===== config.mk =====
export PLATFORM = sky130hd
export DESIGN_NAME = swf_sqrt
export DESIGN_NICKNAME = d
export VERILOG_FILES = /design/src/rtl/swf_pkg.sv /design/src/rtl/swf_sqrt.sv
export SDC_FILE = /design/constraint.sdc
export NUM_CORES = 2
export LEC_CHECK = 0
export BUFFER_PORTS_ARGS = -buffer_cell sky130_fd_sc_hd__buf_2
export CAP_MARGIN = 5
export CELL_PAD_IN_SITES_DETAIL_PLACEMENT = 1
export CELL_PAD_IN_SITES_GLOBAL_PLACEMENT = 1
export CORE_ASPECT_RATIO = 1.4
export CORE_MARGIN = 2
export CORE_UTILIZATION = 45
export CTS_BUF_LIST = sky130_fd_sc_hd__clkbuf_16
export DETAILED_ROUTE_END_ITERATION = 6
export PLACE_DENSITY = 0.78
export SLEW_MARGIN = 10
export SYNTH_ARGS = -nofsm -noshare
export SYNTH_HDL_FRONTEND = slang
export SYNTH_MEMORY_MAX_BITS = 65536
export SYNTH_SLANG_ARGS = --single-unit

===== constraint.sdc =====
create_clock -name i_clk -period 4.8 [get_ports i_clk]
set_input_delay 0.24 -clock i_clk [delete_from_list [all_inputs] [get_ports i_clk]]
set_output_delay 0.24 -clock i_clk [all_outputs]
set_load 0.02 [all_outputs]

===== src/rtl/swf_pkg.sv =====
// Shared types, register map and a helper function of the straight wire field kernel.
package swf_pkg;

    localparam int NUM_REGS = 8;
    localparam int ADDR_W   = 5;

    // Root unit: radicand width (the root has half as many bits).
    localparam int SQ_W   = 64;
    // Divide unit: numerator magnitude, divisor and quotient magnitude widths.
    localparam int DIV_NW = 64;
    localparam int DIV_DW = 32;
    localparam int DIV_QW = 33;

    typedef enum logic [2:0] {
        REG_START_X,
        REG_START_Y,
        REG_START_Z,
        REG_END_X,
        REG_END_Y,
        REG_END_Z,
        REG_CUR_RE,
        REG_CUR_IM
    } t_reg_idx;

    localparam logic [31:0] CFG_RESET [NUM_REGS] = '{
        32'h0000_0000, 32'h0000_0000, 32'h0000_0000,
        32'h0001_0000, 32'h0000_0000, 32'h0000_0000,
        32'h0001_0000, 32'h0000_0000
    };

    typedef struct packed {
        logic signed [31:0] point_x;
        logic signed [31:0] point_y;
        logic signed [31:0] point_z;
    } t_in_item;

    typedef struct packed {
        logic signed [31:0] bre_x;
        logic signed [31:0] bre_y;
        logic signed [31:0] bre_z;
        logic signed [31:0] bim_x;
        logic signed [31:0] bim_y;
        logic signed [31:0] bim_z;
        logic               degenerate;
    } t_out_item;

    // Geometry handed from the front end to the length and divide section.
    typedef struct packed {
        logic        [2:0][31:0] cn;
        logic        [2:0][31:0] s;
        logic        [2:0][31:0] d1;
        logic        [2:0][31:0] d2;
        logic signed [7:0]       rsh;
        logic                    degen;
    } t_front;

    // Position of the highest set bit plus one; zero for a zero word.
    function automatic logic [6:0] bitlen64(input logic [63:0] v);
        logic [6:0] n;
        n = '0;
        for (int i = 0; i < 64; i++) begin
            if (v[i]) begin
                n = 7'(i + 1);
            end
        end
        return n;
    endfunction

endpackage


===== src/rtl/swf_sqrt.sv =====
// Pipelined floor integer square root, one result bit per stage.
module swf_sqrt import swf_pkg::*; #(
    parameter int W = SQ_W
) (
    input  logic           i_clk,
    input  logic           i_en,
    input  logic [W-1:0]   i_x,
    output logic [W/2-1:0] o_root
);

    localparam int N = W / 2;

    logic [W-1:0] r_x [N];
    logic [W-1:0] r_r [N+1];

    // Capture the radicand.
    always_ff @(posedge i_clk) begin
        if (i_en) begin
            r_x[0] <= i_x;
            r_r[0] <= '0;
        end
    end

    for (genvar g = 0; g < N; g++) begin : g_step
        localparam logic [W-1:0] BIT = {{(W-1){1'b0}}, 1'b1} << (W - 2 - 2 * g);
        logic [W:0] trial;
        logic       take;
        assign trial = {1'b0, r_r[g]} + {1'b0, BIT};
        assign take  = {1'b0, r_x[g]} >= trial;

        // One digit of the root: subtract the trial value when it fits.
        always_ff @(posedge i_clk) begin
            if (i_en) begin
                r_r[g+1] <= take ? (r_r[g] >> 1) + BIT : r_r[g] >> 1;
            end
        end

        if (g < N - 1) begin : g_rem
            always_ff @(posedge i_clk) begin
                if (i_en) begin
                    r_x[g+1] <= take ? r_x[g] - trial[W-1:0] : r_x[g];
                end
            end
        end
    end

    assign o_root = r_r[N][N-1:0];

endmodule


Word-level counts from Yosys, hierarchy flattened
Memories as Yosys holds them, arrays and structs flattened.
Cells that the tools add are included.
{ "word_totals": {"reg_bits": 0, "ramBits": 4160, "output_inout_bits": 32, "word_cells": 194, "memories": 2} }
{ "op_classes": {"n_addsub": 95, "order_cmp": 32, "muxes": 65} }
{ "mem_list": {"columns": ["name", "words", "word_bits", "rd", "rd_ports_with_merged_regs", "write_ports", "line_no", "text"], "rows": [
  ["r_r", 33, 64, 33, 0, 33, "swf_sqrt.sv:14", "logic [W-1:0] r_r [N+1];"],
  ["r_x", 32, 64, 32, 0, 32, "swf_sqrt.sv:13", "logic [W-1:0] r_x [N];"]
]} }
{ "op_table": {"columns": ["cell", "n"], "rows": [
  ["2-to-1 mux 64 bit", 63],
  ["greater-or-equal comparator 64 x 65 -> 1 bit", 32],
  ["subtractor 64 bit", 31],
  ["adder 64 x 1 -> 65 bit, second input constant", 1],
  ["adder 64 x 11 -> 65 bit, second input constant", 1],
  ["adder 64 x 13 -> 65 bit, second input constant", 1],
  ["adder 64 x 15 -> 65 bit, second input constant", 1],
  ["adder 64 x 17 -> 65 bit, second input constant", 1],
  ["adder 64 x 19 -> 65 bit, second input constant", 1],
  ["adder 64 x 21 -> 65 bit, second input constant", 1],
  ["adder 64 x 23 -> 65 bit, second input constant", 1],
  ["adder 64 x 25 -> 65 bit, second input constant", 1],
  ["adder 64 x 27 -> 65 bit, second input constant", 1],
  ["adder 64 x 29 -> 65 bit, second input constant", 1],
  ["adder 64 x 3 -> 65 bit, second input constant", 1],
  ["adder 64 x 31 -> 65 bit, second input constant", 1],
  ["adder 64 x 33 -> 65 bit, second input constant", 1],
  ["adder 64 x 35 -> 65 bit, second input constant", 1],
  ["adder 64 x 37 -> 65 bit, second input constant", 1],
  ["adder 64 x 39 -> 65 bit, second input constant", 1],
  ["adder 64 x 41 -> 65 bit, second input constant", 1],
  ["adder 64 x 43 -> 65 bit, second input constant", 1],
  ["adder 64 x 45 -> 65 bit, second input constant", 1],
  ["adder 64 x 47 -> 65 bit, second input constant", 1],
  ["44 further kinds", 45]
]} }

Longest topological paths before layout
{ "logic_depth": {"ltp_word": 3, "ltp_mapped": 15} }

Worst setup path after synthesis
No wires, ideal clock.
{ "synth_timing": {"kind": "reg2reg", "startpoint": "mem r_x[26][19] (netlist bit)", "endpoint": "mem r_x[27][59] (netlist bit) (data pin)", "setup_ps": 271, "t_arrival_ps": 3236, "slack_ps": 1293, "stages_incl_launch_ff": 13, "path_cell_list": "edfxtp_1 ha_1 and3_1 a211oi_1 o32ai_1 o41ai_1 o31ai_1 a31o_2 or3_1 or3_1 clkbuf_1 nor4_1 xor2_1"} }
{ "synth_lines": {"columns": ["item", "line_no"], "rows": [
  ["from (decl)", "swf_sqrt.sv:13"]
]} }

==> metrics.md <==
| Metric | Value |
|---|---|
| Cell count after synthesis | `between 9000 and 10000` |
| Comb power frac | `between 20% and 30%` |
| Total number of placement rows | `roughly 230` |
| Die Ht | `slightly above 600 um` |
| Max Clock Skew | `roughly 130 ps` |
| Synth Flop Type | `edfxtp_1` |
| Outcome | `finished, final reports clean` |
| Post-Syn Area | `roughly 120000 um2` |
| Pin count of the biggest net entering global routing | `220` |
| Worst-Margin Slew | `roughly 1400 ps` |
| Lkg Pwr | `51.6 nW` |
| Setup TNS | `0 ps` |
| DRC violations left | `0` |
| Yosys cell types | `88` |
| Area of the multi-input gates | `about 42000 um2` |
| Worst EP required | `~5400 ps` |
| P&R area growth vs syn | `12.4%` |
| Clock Latency Late Sink | `920 ps` |
| Antenna violations before repair | `8` |
| Net Switching | `approximately 20 mW` |
| HP Class | `in2reg` |
| Clock Power Share | `a little under a third` |
| Max-cap violations | `0` |
| FF/Latch Area | `between 70000 and 80000 um2` |
| Final hold violations | `0` |
| Worst-path fanout max | `11` |
| Setup Slack @ Placement | `268 ps` |
| Sequential fraction of the synthesis area | `between 60 and 70%` |
| Worst Setup Start Kind | `register` |
| R2R Setup Slk | `roughly 170 ps` |
| Crit. End Element | `register` |
| Post-synth EDFFs | `~2600` |
| Clock tree buffer depth | `4` |
| Total Routing Usage GR | `around a quarter` |
| CP startpoint | `r_x[27][36]` |
| Post-synthesis register bit count | `around 2600` |
| Via density | `5.86` |
| Pre-Repair DR Iteration Count | `6` |
| Worst reg2reg startpoint | `r_x[27][36]` |
| FMAX | `approximately 220 MHz` |
| Nets | `approximately 11000` |
| DIE AREA | `between 200000 and 300000 um2` |
| Via count | `approximately 80000` |
| GP Congestion | `0.972` |
| H-tree levels | `5` |
| Hold_sp | `i_x[29]` |
| Unrepaired setup endpoints after global routing | `no` |
| Switching portion of total power | `between 30% and 40%` |
| Slew Limit Fails | `0` |
| Clk root buf | `clkbuf_16` |
| Filler Cells Inserted | `27300` |
| TritonCTS buffer count | `~270` |
| Relative slew slack | `5.72%` |
| Post-Route WL | `356000 um` |
| Initial Util | `45.3%` |
| Setup ws final | `around 170 ps` |
| Routed Antenna Nets | `0` |
| Register share of total power | `46.8%` |
| Crit path DAT | `5220 ps` |
| Tcrit/Tclk final | `between 90% and 100%` |
| Die extent in x | `445 um` |
| Number of global-route vias before repair | `89600` |
| Iteration-0 DRC Markers | `~5000` |
| Power density over the cells | `~480 nW/um2` |
| I/O pin total | `between 90 and 100` |
| Synth Net Count | `just over 10000` |
| CTS tree | `yes` |
| Int Pwr | `between 40 and 50 mW` |
| Mean Syn Cell Area | `between 10 and 15 um2` |
| Final setup viols | `0` |
| First-pass GRT wire length | `537000 um` |
| Port bufs | `97` |
| Minimum clock period | `4630 ps` |
| Routed len/inst | `roughly 26 um` |
| WS Path Type | `reg2reg` |
| Clk sink count | `roughly 2600` |
| Setup Fix Bufs, Post-CTS | `0` |
| Yosys warnings | `0` |
| DP Wirelength | `roughly 260000 um` |
| Clk pin slew, worst setup/hold paths | `70 ps` |
| Peak VDD IR | `0.372 mV` |
| Core area | `roughly 270000 um2` |
| Share of layout cells above drive strength 1 | `8.11%` |
| Grt ovf | `0` |
| Ys async rst share | `0%` |
-- registers in the layout (all words and copies together) (netlist names) --
register	count
r_r	528
r_x	2048
-- layout by cell type, fill, tap and decap left out, types with 267 or more instances in the layout --
cell       count
edfxtp_1    2576
ha_1         558
nor3_1       267
clkbuf_16    271
nand2_1      666
xnor2_1      430
inv_1        721
o21ai_0      481
nor4_1       334
xor2_1       434
a21oi_1      569
nor2_1       631
-- cells in the mapped netlist (49+ instances only) --
library cell	instances	area (um2)
o31ai_1	55	413
ha_1	558	6980
a21o_1	245	1840
nor4_1	342	2140
a211oi_1	51	383
or3_1	111	694
or4_1	92	691
nand2b_1	108	676
o21a_1	99	743
nor2b_1	81	507
nor2_1	632	2370
xor2_1	434	3800
edfxtp_1	2576	77400
nand2_1	666	2500
a21oi_1	570	2850
nor4b_1	54	473
nand4_1	159	995
nand3_1	152	761
clkbuf_1	170	638
inv_1	688	2580
xnor2_1	430	3770
and3_1	49	307
mux2_2	75	845
o21ai_0	483	2420
nor3_1	270	1350
-- worst paths after layout --
kind | end | cells after the start
worst max register to register | r_x[28][62] | 11
worst min-delay path | r_x[0][29] | 2
worst min register to register | r_x[22][7] | 0
worst max-delay path | r_x[28][62] | 11
-- timing repair --
action,CTS,global route
hold buffers,70,0
endpoints found under the hold margin,70,0
endpoints found under the setup margin,0,4
resized for setup,0,2
-- metal layers --
metal / share of wire [%] / vias up / wire length (um) / global-route usage (%)
met1: 31 / 40700 / 109000 / 22.1
met2: 57 / 2313 / 204000 / 51.4
li1: - / 37200 / - / -
met4: 8.4 / 6 / 29800 / 18.4
met3: 3.9 / 1110 / 14000 / 3.40
met5: 0.012 / - / 41 / 0
-- power by group through the flow --
stage | sequential, mW | combinational, mW | clock, mW
after floorplan | 30.0 | 9.55 | 0
after global placement | 31.0 | 13.3 | 0
after detailed placement | 31.1 | 13.8 | 0
after CTS | 30.7 | 14.0 | 21.1
after global routing | 31.0 | 15.5 | 22.0
final | 30.8 | 14.1 | 21.0
-- cell type report --
| cell class | instances | area share [%] |
|---|---|---|
| Inverter | 693 | 1.89 |
| Tap cell | 3534 | 3.21 |
| Clock buffer | 271 | 4.92 |
| Multi-Input combinational cell | 6247 | 30.4 |
| Sequential cell | 2576 | 56.2 |
| Clock inverter | 196 | 1.29 |
| Timing Repair Buffer | 352 | 2.07 |
| Antenna cell | 11 | 0.0200 |
-- critical path, cell delays in order (launching register included) --
cell and delay (ps):
edfxtp_1 410, ha_1 540, nand2_1 130, nor3b_1 810
nand3_1 270, nor4_1 520, a31oi_1 220, o31a_1 220
nor3_1 370, and3_1 520, nand4b_1 190, xnor2_1 170
-- per-stage QoR --
step | hold WS, ps | utilization (%) | total power, mW | instance area [um2] | std cells
2_1_floorplan | 339 | - | 39.6 | 122000 | 9718
3_3_place_gp | 416 | 47.4 | 44.2 | 128000 | 13300
3_5_place_dp | 418 | 47.5 | 44.9 | 128000 | 13300
4_1_cts | 2.00 | 50.9 | 65.9 | 138000 | 13900
5_1_grt | 12.6 | 50.9 | 68.4 | 138000 | 13900
6_report | 17.6 | 50.9 | 65.9 | 138000 | 13900
-- logic make-up (layout without fill, tap and decap cells) --
kind of cell             Yosys count  count (layout)  share of synthesized area (%)
flip-flops                      2576            2576                           63.2
adder cells (fa/ha/maj)          558             558                           5.70
AND/OR/NAND/NOR                 2894            2894                           12.1
other                              0              11                              0
XOR/XNOR                         864             864                           6.18
buffers and inverters            895            1512                           2.76
AO/OA/AOI/OAI                   1845            1845                           9.32
multiplexers                      86              86                          0.779
No activity file was read; power rests on OpenSTA's default activity.
